$ cat src/hdl/mtee_pkg.sv
// Shared types, constants and helper functions for the MIDI track event encoder.
// Used by every module in this folder; depends on nothing else.
package mtee_pkg;

   localparam int TIME_W    = 16;
   localparam int TPS_W     = 10;
   localparam int TEMPO_W   = 24;
   localparam int VEL_W     = 7;
   localparam int CHAN_W    = 4;
   localparam int PITCH_W   = 7;
   localparam int TICK_W    = 32;
   localparam int VLQ_W     = 21;
   localparam int CSR_IDX_W = 2;
   localparam int CSR_DAT_W = 24;

   localparam int TIME_FRAC_BITS_DEF = 8;
   localparam int QUEUE_DEPTH_DEF    = 4;

   localparam logic [TEMPO_W-1:0] TEMPO_RESET = 24'd500000;
   localparam logic [TPS_W-1:0]   TPS_RESET   = 10'd192;
   localparam logic [VEL_W-1:0]   VEL_RESET   = 7'd100;
   localparam logic [CHAN_W-1:0]  CHAN_RESET  = 4'd0;

   localparam logic [CSR_IDX_W-1:0] CSR_TEMPO = 2'd0;
   localparam logic [CSR_IDX_W-1:0] CSR_TPS   = 2'd1;
   localparam logic [CSR_IDX_W-1:0] CSR_VEL   = 2'd2;
   localparam logic [CSR_IDX_W-1:0] CSR_CHAN  = 2'd3;

   localparam logic [3:0] STATUS_NOTE_ON  = 4'h9;
   localparam logic [3:0] STATUS_NOTE_OFF = 4'h8;
   localparam logic [7:0] META_PREFIX     = 8'hFF;
   localparam logic [7:0] META_TEMPO      = 8'h51;
   localparam logic [7:0] META_EOT        = 8'h2F;
   localparam logic [7:0] TEMPO_DATA_LEN  = 8'h03;
   localparam logic [7:0] ZERO_BYTE       = 8'h00;

   localparam logic [TICK_W-1:0] VLQ_ONE_LIMIT = 32'h0000_0080;
   localparam logic [TICK_W-1:0] VLQ_TWO_LIMIT = 32'h0000_4000;

   typedef struct packed {
      logic [PITCH_W-1:0] note_pitch;
      logic [TIME_W-1:0]  start_time;
      logic [TIME_W-1:0]  note_length;
      logic               final_note;
   } req_type;

   typedef struct packed {
      logic [7:0]        out_byte;
      logic              last_of_run;
      logic              track_done;
      logic [TICK_W-1:0] track_length;
   } rsp_type;

   typedef struct packed {
      logic [TEMPO_W-1:0] tempo;
      logic [VEL_W-1:0]   velocity;
      logic [CHAN_W-1:0]  channel;
   } cfg_type;

   // One classified note waiting for the byte sequencer.
   typedef struct packed {
      logic [PITCH_W-1:0] pitch;
      logic               fin;
      logic               tempo_first;
      logic [VLQ_W-1:0]   delta;
      logic [1:0]         delta_len;
      logic [VLQ_W-1:0]   dur;
      logic [1:0]         dur_len;
   } job_type;

   typedef struct packed {
      logic full;
      logic empty;
   } q_status_type;

   // Number of 7-bit groups used for a delta; at most three.
   function automatic logic [1:0] vlq_len(input logic [TICK_W-1:0] v);
      logic [1:0] n;
      if (v < VLQ_ONE_LIMIT) begin
         n = 2'd1;
      end else if (v < VLQ_TWO_LIMIT) begin
         n = 2'd2;
      end else begin
         n = 2'd3;
      end
      return n;
   endfunction

   // Byte idx of a delta of len groups, most significant group first.
   function automatic logic [7:0] vlq_byte(input logic [VLQ_W-1:0] v,
                                           input logic [1:0] len,
                                           input logic [2:0] idx);
      logic [1:0] g;
      logic [7:0] b;
      g = len - 2'd1 - idx[1:0];
      case (g)
         2'd1: begin
            b = {1'b1, v[13:7]};
         end
         2'd2: begin
            b = {1'b1, v[20:14]};
         end
         default: begin
            b = {1'b0, v[6:0]};
         end
      endcase
      return b;
   endfunction

endpackage

$ cat src/hdl/mtee_front.sv
// Front end: accepts notes, scales both times to ticks and builds a job with
// the delta from the running tick. Depends on mtee_pkg.
module mtee_front
   import mtee_pkg::*;
#(
   parameter int TIME_FRAC_BITS = TIME_FRAC_BITS_DEF
) (
   input  logic             clock,
   input  logic             reset,
   input  logic             req_valid,
   output logic             req_stall,
   input  req_type          req_data,
   input  logic [TPS_W-1:0] ticks_per_second,
   input  q_status_type     q_status,
   output logic             push,
   output job_type          push_job
);

   localparam int PROD_W = TIME_W + TPS_W;

   logic               s1_valid_ff, s1_valid_in;
   logic [PITCH_W-1:0] s1_pitch_ff, s1_pitch_in;
   logic [TICK_W-1:0]  s1_start_ff, s1_start_in;
   logic [TICK_W-1:0]  s1_dur_ff, s1_dur_in;
   logic               s1_fin_ff, s1_fin_in;
   logic [TICK_W-1:0]  cur_tick_ff, cur_tick_in;
   logic               tempo_pending_ff, tempo_pending_in;

   logic [PROD_W-1:0]  start_prod, dur_prod;
   logic [TICK_W-1:0]  delta_full;
   logic               s1_adv;

   assign s1_adv    = !s1_valid_ff || !q_status.full;
   assign req_stall = !s1_adv;
   assign push      = s1_valid_ff && !q_status.full;

   assign start_prod = {{TPS_W{1'b0}}, req_data.start_time} *
                       {{TIME_W{1'b0}}, ticks_per_second};
   assign dur_prod   = {{TPS_W{1'b0}}, req_data.note_length} *
                       {{TIME_W{1'b0}}, ticks_per_second};

   always_comb begin
      s1_valid_in = s1_valid_ff;
      s1_pitch_in = s1_pitch_ff;
      s1_start_in = s1_start_ff;
      s1_dur_in   = s1_dur_ff;
      s1_fin_in   = s1_fin_ff;
      if (s1_adv) begin
         s1_valid_in = req_valid;
         s1_pitch_in = req_data.note_pitch;
         s1_start_in = TICK_W'(start_prod >> TIME_FRAC_BITS);
         s1_dur_in   = TICK_W'(dur_prod >> TIME_FRAC_BITS);
         s1_fin_in   = req_data.final_note;
      end
   end

   // The delta wraps modulo 2^32 when a note starts before the running tick.
   assign delta_full = s1_start_ff - cur_tick_ff;

   always_comb begin
      push_job.pitch       = s1_pitch_ff;
      push_job.fin         = s1_fin_ff;
      push_job.tempo_first = tempo_pending_ff;
      push_job.delta       = delta_full[VLQ_W-1:0];
      push_job.delta_len   = vlq_len(delta_full);
      push_job.dur         = s1_dur_ff[VLQ_W-1:0];
      push_job.dur_len     = vlq_len(s1_dur_ff);
   end

   always_comb begin
      cur_tick_in      = cur_tick_ff;
      tempo_pending_in = tempo_pending_ff;
      if (push) begin
         cur_tick_in      = s1_fin_ff ? '0 : s1_start_ff + s1_dur_ff;
         tempo_pending_in = s1_fin_ff;
      end
   end

   always_ff @(posedge clock) begin
      if (reset) begin
         s1_valid_ff      <= 1'b0;
         cur_tick_ff      <= '0;
         tempo_pending_ff <= 1'b1;
      end else begin
         s1_valid_ff      <= s1_valid_in;
         cur_tick_ff      <= cur_tick_in;
         tempo_pending_ff <= tempo_pending_in;
      end
   end

   always_ff @(posedge clock) begin
      s1_pitch_ff <= s1_pitch_in;
      s1_start_ff <= s1_start_in;
      s1_dur_ff   <= s1_dur_in;
      s1_fin_ff   <= s1_fin_in;
   end

endmodule

$ cat src/hdl/mtee_queue.sv
// Short job queue between the front end and the byte sequencer.
// Depends on mtee_pkg for the job type.
module mtee_queue
   import mtee_pkg::*;
#(
   parameter int DEPTH = QUEUE_DEPTH_DEF
) (
   input  logic         clock,
   input  logic         reset,
   input  logic         push,
   input  job_type      push_job,
   input  logic         pop,
   output job_type      head_job,
   output q_status_type q_status
);

   localparam int PTR_W = (DEPTH > 1) ? $clog2(DEPTH) : 1;
   localparam int CNT_W = $clog2(DEPTH + 1);

   job_type          entry_ff [DEPTH];
   logic [PTR_W-1:0] wr_ptr_ff, wr_ptr_in;
   logic [PTR_W-1:0] rd_ptr_ff, rd_ptr_in;
   logic [CNT_W-1:0] count_ff, count_in;

   assign q_status.full  = (count_ff == CNT_W'(DEPTH));
   assign q_status.empty = (count_ff == '0);
   assign head_job       = entry_ff[rd_ptr_ff];

   always_comb begin
      wr_ptr_in = wr_ptr_ff;
      rd_ptr_in = rd_ptr_ff;
      count_in  = count_ff;
      if (push) begin
         wr_ptr_in = (wr_ptr_ff == PTR_W'(DEPTH - 1)) ? '0 : wr_ptr_ff + 1'b1;
      end
      if (pop) begin
         rd_ptr_in = (rd_ptr_ff == PTR_W'(DEPTH - 1)) ? '0 : rd_ptr_ff + 1'b1;
      end
      if (push && !pop) begin
         count_in = count_ff + 1'b1;
      end else if (pop && !push) begin
         count_in = count_ff - 1'b1;
      end
   end

   always_ff @(posedge clock) begin
      if (reset) begin
         wr_ptr_ff <= '0;
         rd_ptr_ff <= '0;
         count_ff  <= '0;
      end else begin
         wr_ptr_ff <= wr_ptr_in;
         rd_ptr_ff <= rd_ptr_in;
         count_ff  <= count_in;
      end
   end

   always_ff @(posedge clock) begin
      if (push) begin
         entry_ff[wr_ptr_ff] <= push_job;
      end
   end

endmodule

$ cat src/hdl/mtee_back.sv
// Byte sequencer: walks each job's event bytes into the result register, one
// per unstalled cycle, and counts the track bytes. Depends on mtee_pkg.
module mtee_back
   import mtee_pkg::*;
(
   input  logic         clock,
   input  logic         reset,
   input  cfg_type      cfg,
   input  q_status_type q_status,
   input  job_type      head_job,
   output logic         pop,
   output logic         rsp_valid,
   input  logic         rsp_stall,
   output rsp_type      rsp_data
);

   typedef enum logic [5:0] {
      ST_TEMPO    = 6'b000001,
      ST_DELTA    = 6'b000010,
      ST_NOTE_ON  = 6'b000100,
      ST_DUR      = 6'b001000,
      ST_NOTE_OFF = 6'b010000,
      ST_EOT      = 6'b100000
   } seq_state_type;

   seq_state_type     state_ff, state_in;
   logic [2:0]        idx_ff, idx_in;
   logic              busy_ff, busy_in;
   job_type           job_ff, job_in;
   logic [TICK_W-1:0] bytes_sent_ff, bytes_sent_in;
   logic              rsp_valid_ff, rsp_valid_in;
   rsp_type           rsp_ff, rsp_in;

   logic              out_free, emit, last_byte, done_byte;
   logic [7:0]        cur_byte;
   seq_state_type     step_state;
   logic [2:0]        step_idx;

   assign out_free = !rsp_valid_ff || !rsp_stall;
   assign emit     = busy_ff && out_free;
   assign pop      = !q_status.empty && (!busy_ff || (emit && last_byte));

   // Byte selection and the step to the next byte of the job.
   always_comb begin
      cur_byte   = ZERO_BYTE;
      step_state = state_ff;
      step_idx   = idx_ff + 3'd1;
      last_byte  = 1'b0;
      done_byte  = 1'b0;
      case (state_ff)
         ST_TEMPO: begin
            case (idx_ff)
               3'd0: cur_byte = ZERO_BYTE;
               3'd1: cur_byte = META_PREFIX;
               3'd2: cur_byte = META_TEMPO;
               3'd3: cur_byte = TEMPO_DATA_LEN;
               3'd4: cur_byte = cfg.tempo[23:16];
               3'd5: cur_byte = cfg.tempo[15:8];
               default: cur_byte = cfg.tempo[7:0];
            endcase
            if (idx_ff == 3'd6) begin
               step_state = ST_DELTA;
               step_idx   = '0;
            end
         end
         ST_DELTA: begin
            cur_byte = vlq_byte(job_ff.delta, job_ff.delta_len, idx_ff);
            if (idx_ff == 3'(job_ff.delta_len) - 3'd1) begin
               step_state = ST_NOTE_ON;
               step_idx   = '0;
            end
         end
         ST_NOTE_ON: begin
            case (idx_ff)
               3'd0: cur_byte = {STATUS_NOTE_ON, cfg.channel};
               3'd1: cur_byte = {1'b0, job_ff.pitch};
               default: cur_byte = {1'b0, cfg.velocity};
            endcase
            if (idx_ff == 3'd2) begin
               step_state = ST_DUR;
               step_idx   = '0;
            end
         end
         ST_DUR: begin
            cur_byte = vlq_byte(job_ff.dur, job_ff.dur_len, idx_ff);
            if (idx_ff == 3'(job_ff.dur_len) - 3'd1) begin
               step_state = ST_NOTE_OFF;
               step_idx   = '0;
            end
         end
         ST_NOTE_OFF: begin
            case (idx_ff)
               3'd0: cur_byte = {STATUS_NOTE_OFF, cfg.channel};
               3'd1: cur_byte = {1'b0, job_ff.pitch};
               default: cur_byte = ZERO_BYTE;
            endcase
            if (idx_ff == 3'd2) begin
               step_state = ST_EOT;
               step_idx   = '0;
               last_byte  = !job_ff.fin;
            end
         end
         ST_EOT: begin
            case (idx_ff)
               3'd0: cur_byte = ZERO_BYTE;
               3'd1: cur_byte = META_PREFIX;
               3'd2: cur_byte = META_EOT;
               default: cur_byte = ZERO_BYTE;
            endcase
            if (idx_ff == 3'd3) begin
               last_byte = 1'b1;
               done_byte = 1'b1;
            end
         end
         default: begin
            step_state = ST_DELTA;
            step_idx   = '0;
         end
      endcase
   end

   always_comb begin
      state_in      = state_ff;
      idx_in        = idx_ff;
      busy_in       = busy_ff;
      job_in        = job_ff;
      bytes_sent_in = bytes_sent_ff;
      rsp_valid_in  = rsp_valid_ff && rsp_stall;
      rsp_in        = rsp_ff;
      if (emit) begin
         state_in                = step_state;
         idx_in                  = step_idx;
         rsp_valid_in            = 1'b1;
         rsp_in.out_byte         = cur_byte;
         rsp_in.last_of_run      = last_byte;
         rsp_in.track_done       = done_byte;
         rsp_in.track_length     = done_byte ? bytes_sent_ff + 1'b1 : '0;
         bytes_sent_in           = done_byte ? '0 : bytes_sent_ff + 1'b1;
         if (last_byte) begin
            busy_in = 1'b0;
         end
      end
      if (pop) begin
         job_in   = head_job;
         busy_in  = 1'b1;
         state_in = head_job.tempo_first ? ST_TEMPO : ST_DELTA;
         idx_in   = '0;
      end
   end

   always_ff @(posedge clock) begin
      if (reset) begin
         state_ff      <= ST_DELTA;
         idx_ff        <= '0;
         busy_ff       <= 1'b0;
         bytes_sent_ff <= '0;
         rsp_valid_ff  <= 1'b0;
      end else begin
         state_ff      <= state_in;
         idx_ff        <= idx_in;
         busy_ff       <= busy_in;
         bytes_sent_ff <= bytes_sent_in;
         rsp_valid_ff  <= rsp_valid_in;
      end
   end

   always_ff @(posedge clock) begin
      job_ff <= job_in;
      rsp_ff <= rsp_in;
   end

   assign rsp_valid = rsp_valid_ff;
   assign rsp_data  = rsp_ff;

   a_done_is_last: assert property (@(posedge clock) disable iff (reset)
      rsp_valid_ff && rsp_ff.track_done |-> rsp_ff.last_of_run)
      else $error("end-of-track byte not marked as last of its item");

   a_length_only_on_done: assert property (@(posedge clock) disable iff (reset)
      rsp_valid_ff && !rsp_ff.track_done |-> rsp_ff.track_length == '0)
      else $error("track length shown on a byte other than end-of-track");

   a_idx_bounds: assert property (@(posedge clock) disable iff (reset)
      busy_ff |-> idx_ff <= 3'd6 &&
                  (state_ff != ST_EOT || idx_ff <= 3'd3) &&
                  (state_ff != ST_NOTE_ON || idx_ff <= 3'd2) &&
                  (state_ff != ST_NOTE_OFF || idx_ff <= 3'd2))
      else $error("byte index out of range for sequencer state");

   a_idle_after_last: assert property (@(posedge clock) disable iff (reset)
      $fell(busy_ff) && $past(!reset) |-> $past(emit && last_byte))
      else $error("sequencer went idle without finishing its item");

   a_no_pop_empty: assert property (@(posedge clock) disable iff (reset)
      pop |-> !q_status.empty)
      else $error("job taken from an empty queue");

endmodule

$ cat src/hdl/midi_track_event_encoder.sv
// MIDI track event encoder: each accepted note item becomes its track-event
// bytes, one byte per result item. The byte sequencer sends one byte per cycle
// while the result side takes them; a note gives 8 to 23 bytes: 8, plus 1 or
// 2 for each delta longer than one group, plus 7 for the set-tempo event that
// opens a track and 4 for end-of-track after a final note (23 at most). A new job
// is taken in the cycle that finishes the previous one. The front end accepts one
// note per cycle while the queue is not full, into a four-entry queue, so notes
// may arrive while bytes of earlier ones are still going out. A note passes
// the front-end stage, a queue entry and the job register. No clearing pass
// after reset. Depends on mtee_pkg, mtee_front, mtee_queue and mtee_back.
module midi_track_event_encoder
   import mtee_pkg::*;
#(
   parameter int TIME_FRAC_BITS = TIME_FRAC_BITS_DEF,
   parameter int QUEUE_DEPTH    = QUEUE_DEPTH_DEF
) (
   input  logic                 clock,
   input  logic                 reset,
   input  logic                 req_valid,
   output logic                 req_stall,
   input  req_type              req_data,
   output logic                 rsp_valid,
   input  logic                 rsp_stall,
   output rsp_type              rsp_data,
   input  logic                 csr_we,
   input  logic [CSR_IDX_W-1:0] csr_index,
   input  logic [CSR_DAT_W-1:0] csr_wdata
);

   logic [TEMPO_W-1:0] tempo_ff, tempo_in;
   logic [TPS_W-1:0]   tps_ff, tps_in;
   logic [VEL_W-1:0]   vel_ff, vel_in;
   logic [CHAN_W-1:0]  chan_ff, chan_in;

   cfg_type      cfg;
   q_status_type q_status;
   logic         push, pop;
   job_type      push_job, head_job;

   always_comb begin
      tempo_in = tempo_ff;
      tps_in   = tps_ff;
      vel_in   = vel_ff;
      chan_in  = chan_ff;
      if (csr_we) begin
         case (csr_index)
            CSR_TEMPO: tempo_in = csr_wdata[TEMPO_W-1:0];
            CSR_TPS:   tps_in   = csr_wdata[TPS_W-1:0];
            CSR_VEL:   vel_in   = csr_wdata[VEL_W-1:0];
            CSR_CHAN:  chan_in  = csr_wdata[CHAN_W-1:0];
            default: begin
            end
         endcase
      end
   end

   always_ff @(posedge clock) begin
      if (reset) begin
         tempo_ff <= TEMPO_RESET;
         tps_ff   <= TPS_RESET;
         vel_ff   <= VEL_RESET;
         chan_ff  <= CHAN_RESET;
      end else begin
         tempo_ff <= tempo_in;
         tps_ff   <= tps_in;
         vel_ff   <= vel_in;
         chan_ff  <= chan_in;
      end
   end

   assign cfg.tempo    = tempo_ff;
   assign cfg.velocity = vel_ff;
   assign cfg.channel  = chan_ff;

   mtee_front #(
      .TIME_FRAC_BITS(TIME_FRAC_BITS)
   ) u_front (
      .clock           (clock),
      .reset           (reset),
      .req_valid       (req_valid),
      .req_stall       (req_stall),
      .req_data        (req_data),
      .ticks_per_second(tps_ff),
      .q_status        (q_status),
      .push            (push),
      .push_job        (push_job)
   );

   mtee_queue #(
      .DEPTH(QUEUE_DEPTH)
   ) u_queue (
      .clock   (clock),
      .reset   (reset),
      .push    (push),
      .push_job(push_job),
      .pop     (pop),
      .head_job(head_job),
      .q_status(q_status)
   );

   mtee_back u_back (
      .clock    (clock),
      .reset    (reset),
      .cfg      (cfg),
      .q_status (q_status),
      .head_job (head_job),
      .pop      (pop),
      .rsp_valid(rsp_valid),
      .rsp_stall(rsp_stall),
      .rsp_data (rsp_data)
   );

endmodule

$ cat config.mk
export PLATFORM = sky130hd
export DESIGN_NAME = midi_track_event_encoder
export DESIGN_NICKNAME = d
export VERILOG_FILES = /design/src/hdl/mtee_pkg.sv /design/src/hdl/mtee_front.sv /design/src/hdl/mtee_queue.sv /design/src/hdl/mtee_back.sv /design/src/hdl/midi_track_event_encoder.sv
export SDC_FILE = /design/constraint.sdc
export NUM_CORES = 1
export LEC_CHECK = 0
export BUFFER_PORTS_ARGS = -buffer_cell sky130_fd_sc_hd__buf_2
export CORE_MARGIN = 2
export CORE_UTILIZATION = 35
export CTS_CLUSTER_DIAMETER = 30
export DETAILED_ROUTE_END_ITERATION = 10
export PLACE_DENSITY = 0.61
export SLEW_MARGIN = 25
export SYNTH_ARGS = -nofsm -noshare
export SYNTH_HDL_FRONTEND = slang
export SYNTH_HIERARCHICAL = 1
export SYNTH_SLANG_ARGS = --single-unit
$ cat constraint.sdc
create_clock -name clock -period 5.8 [get_ports clock]
set_clock_uncertainty 0.05 [all_clocks]
set_input_delay 0.58 -clock clock [delete_from_list [all_inputs] [get_ports clock]]
set_output_delay 0.58 -clock clock [all_outputs]
set_load 0.1 [all_outputs]
# Word level (Yosys, flattened, before mapping)
# Memories as Yosys holds them, arrays and structs flattened. A register that Yosys moved wholly into a read port is not among the register bits.
# Cells that the tools add are included.
# op_classes
add_sub_neg	14
n_mul	2
magnitude_cmp	4
eq_ne	30
muxes	43
n_reduce_logical	34
# ops
cell	count
$pmux 8 s6	2
$pmux 8 s2	5
$mux 32	2
$mul 16x10->26	2
$mux 6	7
$pmux 6 s6	1
$add 32x1->32 const B	1
$lt 32x15->1 const B	1
$lt 32x8->1 const B	1
$sub 18x32->32	1
$add 18x18->19	1
$lt 18x15->1 const B	1
$lt 18x8->1 const B	1
$mux 3	6
$ne 3x2->1 const B	5
$pmux 3 s5	1
$mux 2	7
$eq 2x2->1 const B	6
$eq 3x3->1 const B	4
$mux 1	11
$logic_not 1->1	10
$reduce_and 2->1	5
$logic_and 1x1->1	7
$reduce_and 7->1	1
other kinds (23)	38
# word_totals
regBits	269
ramBits	208
input_bits	71
output_inout_bits	44
memories	1
# mem_list
memory	words	word_bits	read_ports	rd_ports_with_merged_regs	write_ports	line_no	text
u_queue.entry_ff	4	52	1	1	1	mtee_queue.sv:20	job_type entry_ff [DEPTH];

# Longest topological paths before layout
# Gate-level depths: netlist (run 1).
# depth
ltp_word	9
ltp_mapped	23
depth_no_buf	21

# Modules after synthesis
# Netlist (run 1), hierarchy kept.
# by_module_without_submodules
mod	n_inst	cells_per_inst	area_per_inst_um2	seq_area_each_um2
mtee_front	1	1481	13484.2	1741.7
mtee_queue	1	331	8445.6	6786.5
mtee_back	1	647	6770.2	3743.6
midi_track_event_encoder	1	182	1895.6	900.9

# Least setup slack after synthesis (run 1)
# OpenSTA, ideal clock, no wires.
# synth_timing
kind	register to register
start	reg tps_ff[1]
end	reg u_front.s1_dur_ff[17], data pin
arrival_ns	5.397
slack_ns	0.095
stages_incl_launch_ff	22
synth_period_minus_slack_ns	5.705
path_cell_list	dfxtp_1 > clkbuf_1 > buf_1 > nand2_1 > fa_1 > inv_1 > fa_1 > fa_1 > fa_1 > inv_1 > fa_1 > inv_1 > ha_1 > a21oi_1 > o21ai_0 > a221oi_1 > a2bb2oi_1 > a311oi_1 > o21a_1 > o21ai_1 > nand2b_1 > xnor2_1
# synth_between
elab_chain_len	1
# synth_lines
element	line_no	text
start, declared	midi_track_event_encoder.sv:31	logic [TPS_W-1:0] tps_ff, tps_in;
start signal, assigned	midi_track_event_encoder.sv:65	tps_ff <= tps_in;
$mul 16x10->26	mtee_front.sv:39	assign dur_prod = {{TPS_W{1'b0}}, req_data.note_length} *
named net u_front.dur_prod[25]	mtee_front.sv:29	logic [PROD_W-1:0] start_prod, dur_prod;
end signal, assigned	mtee_front.sv:94	s1_dur_ff <= s1_dur_in;
end, declared	mtee_front.sv:24	logic [TICK_W-1:0] s1_dur_ff, s1_dur_in;
# The timed path passes the listed nets, and every way through them passes these cells.
# A chain may end at the register's enable or synchronous reset.

# Final worst setup path (run 1)
# layout_timing
start	reg tps_ff[5]
end	reg u_front.s1_start_ff[14], data pin
# layout_between
elab_chain_len	1
# layout_lines
element	line_no	text
$mul 16x10->26	mtee_front.sv:37	assign start_prod = {{TPS_W{1'b0}}, req_data.start_time} *
named net u_front.start_prod[22]	mtee_front.sv:29	
end signal, assigned	mtee_front.sv:93	s1_start_ff <= s1_start_in;
end, declared	mtee_front.sv:23	logic [TICK_W-1:0] s1_start_ff, s1_start_in;
# The timed path passes the listed nets, and every way through them passes these cells.

==> flow_summary.ini, run 1 <==
[setup_path]
crit_required_ns = 6.10
critPathMaxFanout = 11
rr_startpoint = tps_ff[5]
rrSetupSlack_ns = 0.19
critPathKind = reg -> reg
cp-start-kind = flop
arrival_ns = 5.91
rr_worst_depth = 17
crit_slowest_cell = fa_1
path_cells = buf_4 > nand2_1 > fa_1 > fa_1 > inv_1 > fa_1 > fa_1 > fa_1 > ha_1 > nand3_1 > a211oi_2 > o21ai_1 > a21o_1 > a31o_4 > o21bai_1 > a31oi_1 > xnor2_1
crit_path_frequent_cell = fa_1
rr_endpoint = u_front/s1_start_ff[14]
worstSetupEndpointType = flop
max_stage_delay_ns = 0.52

[worst_hold_path]
hold_end = u_front/s1_pitch_ff[6]
worstHoldStart = req_data[39]
holdCritPathClass = in -> reg
hold_path_depth = 1

[sta]
maxSlewViolCount = 0
setup_tns_ns = 0
fin_crit_ns = 5.61
period_share_pct = 96.7
slew_headroom_pct = 32.8
worst_pin_slew_ns = 1.00
fmax_ghz = 0.178
hold_viol = 0
setup_viol = 0

[synth]
async_flop_share_pct = 0
ys_ff_latch = 478
synth_edf_count = 360
synth_cells = 2641
yosysTopAreaCell = edfxtp_1
syn_area_um2 = 30600
syn_avg_cell_area_um2 = 11.6
netlist.area_leader.share_pct = 35.3
ys_types = 87
synth_flop_cell = edfxtp_1
synth_seq_area_share_pct = 43.1
yosys_warnings = 6
synthTopCellsByArea = edfxtp_1 35%, fa_1 14%, dfxtp_1 7.7%, ha_1 7.1%, mux4_2 3.7%

[layout]
final_layout_size_suffix_gt1_share_pct = 16.7
mostFrequentLayoutCells = 360 x edfxtp_1, 277 x inv_1, 221 x fa_1, 213 x nand2_1, 173 x ha_1
utilization_pct = 41.9
area_growth_pct = 18.8
n_fill_cell = 8251
fin_nets = 3299
final_common_cell = edfxtp_1

[placement]
port_buffers = 114
dp_hpwl_um = 52100
gp_congestion = 0.883

[drt]
route.detailed.drc = 0
drtPass1Iterations = 7
wire_per_inst_um = 18.0
vias = 20200
vias_per_cell = 4.98
ant_nets = 0
wl_um = 73200
drtIter0Drc = 1038

[cts]
worstSkewPairLatency_ns = 0.65
ctsLongestPathBuffers = 3
cts_sinks = 478
cts_tree = built
cts.clk_slew.worst_paths_ns = 0.05
htree_levels = 3
cts_setup_buffers = 0
cts-root-buf = clkbuf_16
cts_buffers = 94

[floorplanning]
die_y_um = 300
initial_core_util_pct = 35.3
core_area_um2 = 86800
fp.dieW_um = 300
dieArea_um2 = 89800
io_pins = 115
row_count = 108

[job]
maxCapViolations = 0

[power]
ir_drop_uv = 500
leakagePower_nw = 14.8
power_density_nw_per_um2 = 480
total_power_mw = 17.4

[grt]
grt_pass1_vias = 20800
grt_use_total_pct = 16.3
globalRoute.totalOverflow = 0
antenna_found_initial = 6
grt_pass1_wl_um = 115000
grt_max_degree = 90

[outcome]
status = finished clean
==> registers in the layout, summed over array words and instances, names as in the netlist, 18 cells and up, named ones only <==
register / flops
u_back/rsp_data: 42
tempo_ff: 24
u_back/bytes_sent_ff: 32
u_front/s1_dur_ff: 18
u_front/cur_tick_ff: 19
u_back/job_ff: 54
u_front/s1_start_ff: 18
u_queue/entry_ff: 220
==> cell type report <==
cell class / count / area, um2 / share of cell area, %
Tap cell: 1155 / 1450 / 3.98
Inverter: 280 / 1050 / 2.89
Clock inverter: 71 / 912 / 2.51
Multi-Input combinational cell: 1752 / 15800 / 43.4
Clock buffer: 104 / 2400 / 6.60
Timing Repair Buffer: 227 / 1560 / 4.30
Sequential cell: 478 / 13200 / 36.3
Antenna cell: 1 / 2.50 / 0.00689
==> per-layer routing <==
metal	wire length [um]	GRT usage, %
met5	66	0
met4	1680	4.96
met3	3210	2.63
met2	35800	27.5
met1	32400	21.5
==> cells by family after synthesis <==
kind of cell / after synthesis / share of synthesized area [%]
XOR/XNOR: 98 / 2.81
buffers and inverters: 413 / 5.66
AND/OR/NAND/NOR: 811 / 13.7
AO/OA/AOI/OAI: 341 / 7.46
multiplexers: 104 / 5.71
other: 1 / 0.0123
adder cells (fa/ha/maj): 395 / 21.6
flip-flops: 478 / 43.1
==> worst max-delay path by stage <==
stage                            from                      end  slack, ns  cells past startpoint
after floorplan             tps_ff[1]    u_front/s1_dur_ff[17]        0.1                     21
after global placement    req_data[4]    u_front/s1_dur_ff[17]      -0.12                     19
after detailed placement  req_data[4]    u_front/s1_dur_ff[16]      -0.11                     19
after CTS                   tps_ff[2]  u_front/s1_start_ff[17]       0.02                     20
after global routing        tps_ff[5]  u_front/s1_start_ff[16]     -0.008                     18
final                       tps_ff[5]  u_front/s1_start_ff[14]       0.19                     17
==> synth_stat cells, types with 9 or more instances <==
| master | number |
|---|---|
| mux2i_1 | 49 |
| nor2_1 | 142 |
| xnor2_1 | 58 |
| ha_1 | 174 |
| a21oi_1 | 80 |
| a31oi_1 | 23 |
| nor3b_1 | 11 |
| o21ai_0 | 49 |
| and3_1 | 13 |
| a22oi_1 | 32 |
| edfxtp_1 | 360 |
| o21ai_1 | 27 |
| mux4_2 | 50 |
| xor2_1 | 40 |
| a211oi_1 | 9 |
| o21a_1 | 14 |
| nand4_1 | 22 |
| o21bai_1 | 10 |
| nor4_1 | 14 |
| and2_1 | 176 |
| nand3_1 | 52 |
| nand2b_1 | 59 |
| or3_1 | 21 |
| nor3_1 | 28 |
| and4_1 | 9 |
| inv_1 | 277 |
| clkbuf_1 | 99 |
| a22o_1 | 11 |
| dfxtp_1 | 118 |
| nor2b_1 | 13 |
| nand2_1 | 214 |
| fa_1 | 221 |
| buf_2 | 14 |
| a21o_1 | 25 |
==> through the flow <==
stage          setup WS (ns)  std cells  cell area [um2]  hold WS [ns]
3_5_place_dp          -0.112       3891            32900         0.416
3_3_place_gp          -0.122       3891            32900         0.412
6_report               0.194       4068            36300        0.0792
5_1_grt             -0.00774       4067            36300        0.0581
4_1_cts               0.0159       4066            36200        0.0385
2_1_floorplan         0.0952       2643            30600         0.395
==> report_power, final <==
group / leakage (nW) / internal [mW] / total, mW / switching [mW]
sequential: 4.34 / 4.93 / 5.42 / 0.489
combinational: 8.87 / 2.32 / 6.48 / 4.15
clock: 1.58 / 3.65 / 5.54 / 1.88
==> what timing repair did <==
action                     in CTS  in global routing
pin swaps                       0                  5
cloned                          0                  1
setup endpoints to repair       6                 15
gates resized for setup         5                 23
hold buffers                    0                  0
==> worst max-delay path, delay by kind of cell, from the launching register on <==
| family | cells | cell delay, ns |
|---|---|---|
| adders and majority gates | 6 | 2.81 |
| AOI/OAI and AO/OA | 6 | 1.35 |
| DFF | 1 | 0.44 |
| buffers and inverters | 2 | 0.29 |
| and+or+nand+nor | 2 | 0.23 |
| xor gates and xnor gates | 1 | 0.14 |
(Power assumes the default switching activity.)
==> run 2: changes to the inputs <==
--- a/config.mk
+++ b/config.mk
@@ -10,6 +10,7 @@
 export CORE_UTILIZATION = 35
 export CTS_CLUSTER_DIAMETER = 30
 export DETAILED_ROUTE_END_ITERATION = 10
+export MAX_ROUTING_LAYER = met4
 export PLACE_DENSITY = 0.61
 export SLEW_MARGIN = 25
 export SYNTH_ARGS = -nofsm -noshare
==> run 2 against run 1 <==
Largest cell class unchanged. Sequential share of layout area is essentially flat. Clock power about the same. Highest routed layer is now met4. Global-route usage increased by 0.50 points.
==> flow_summary.ini, run 2 (same netlist as run 1, synthesis figures left out) <==
[outcome]
status = finished clean

[setup_path]
critPathKind = reg -> reg
worstSetupEndpointType = flop
cp-start-kind = flop
critPathMaxFanout = 11
crit_required_ns = 6.10
arrival_ns = 5.89
rr_startpoint = tps_ff[5]
rr_worst_depth = 17
crit_path_start = tps_ff[5]

[floorplanning]
initial_core_util_pct = 35.3
die_y_um = 300
core_area_um2 = 86800
fp.dieW_um = 300
io_pins = 115
row_count = 108
dieArea_um2 = 89800

[worst_hold_path]
hold_path_depth = 1
holdCritPathClass = in -> reg
worstHoldStart = req_data[39]

[power]
leakagePower_nw = 14.8
ir_drop_uv = 499
power_density_nw_per_um2 = 480

[sta]
fmax_ghz = 0.179
slew_headroom_pct = 33.2
setup_tns_ns = 0
fin_crit_ns = 5.59
maxSlewViolCount = 0
worst_pin_slew_ns = 0.999
setup_viol = 0
hold_viol = 0
hold_ws_ns = 0.0811
period_share_pct = 96.3

[grt]
globalRoute.totalOverflow = 0
antenna_found_initial = 5
grt_use_total_pct = 16.8
grt_pass1_vias = 20800
grt_pass1_wl_um = 115000
grt_max_degree = 90

[cts]
worstSkewPairLatency_ns = 0.64
cts.clk_slew.worst_paths_ns = 0.05
cts_tree = built
cts_buffers = 94
htree_levels = 3
cts-root-buf = clkbuf_16
cts_setup_buffers = 0
ctsLongestPathBuffers = 3
cts_sinks = 478

[layout]
final_area_um2 = 36300
final_common_cell = edfxtp_1
regArea_um2 = 13200
mostFrequentLayoutCells = 360 x edfxtp_1, 277 x inv_1, 221 x fa_1, 213 x nand2_1, 173 x ha_1
largest_register_ffs = 220
regMostFlops = u_queue/entry_ff
area_growth_pct = 18.8
fin_nets = 3299
utilization_pct = 41.9
final_cells = 4073
multiInputGateArea_um2 = 15800
n_fill_cell = 8246
final_layout_size_suffix_gt1_share_pct = 16.7

[drt]
wire_per_inst_um = 18.0
vias = 20200
drtPass1Iterations = 5
vias_per_cell = 4.97
wl_um = 73200
route.detailed.drc = 0
ant_nets = 0
drtIter0Drc = 1135

[placement]
port_buffers = 114
dpl.cell_count = 3891
dp_hpwl_um = 52100
gp_congestion = 0.898
place_area_um2 = 32900

[job]
maxCapViolations = 0
-- run 2: repair_timing --
item / in CTS / in global routing
pin swaps: 0 / 5
resized for setup: 5 / 22
hold buffers: 0 / 0
gates cloned: 0 / 1
setup endpoints to repair: 6 / 15
endpoints found under the hold margin: 0 / 0
-- run 2: cell type report --
cell class | count | share of cell area, %
diodes | 6 | 0.0413
clock buffers | 104 | 6.60
clock inverters | 71 | 2.51
inverters | 280 | 2.89
multi-input cells | 1752 | 43.4
flip-flops and latches | 478 | 36.3
well taps | 1155 | 3.98
repair buffers | 227 | 4.29
-- run 2: worst max-delay path, cell delays in order (launching register included) --
cell      delay [ns]
dfxtp_4         0.43
buf_4           0.22
nand2_1         0.10
fa_1            0.48
fa_1            0.50
inv_1           0.06
fa_1            0.50
fa_1            0.52
fa_1            0.48
ha_1            0.33
nand3_1         0.13
a211oi_2        0.33
o21ai_1         0.14
a21o_1          0.23
a31o_4          0.25
o21bai_1        0.25
a31oi_1         0.14
xnor2_1         0.15
-- run 2: per-layer routing --
layer | part of all wire, % | track usage [%] | vias up
li1 | - | - | 9570
met1 | 44 | 21.5 | 10100
met2 | 49 | 27.6 | 463
met3 | 4.9 | 2.63 | 117
met4 | 2.2 | 4.96 | 0
met5 | 0 | - | -
-- run 2: final timing paths --
path                             end  slack (ns)
min reg2reg              tempo_ff[4]        0.42
max          u_front/s1_start_ff[14]        0.21
min           u_front/s1_pitch_ff[6]        0.08
max reg2reg  u_front/s1_start_ff[14]        0.21
-- run 2: power by group --
| part | internal [mW] | switching [mW] | total, mW |
|---|---|---|---|
| sequential | 4.93 | 0.490 | 5.42 |
| combinational | 2.32 | 4.15 | 6.48 |
| clock | 3.65 | 1.88 | 5.54 |
-- run 2: metrics by stage --
step                      setup slack [ns]  power (mW)
after global placement              -0.122        11.9
after global routing               -0.0156        18.4
after CTS                           0.0159        17.6
after floorplan                     0.0952        10.1
after detailed placement            -0.112        11.9
final                                0.212        17.4
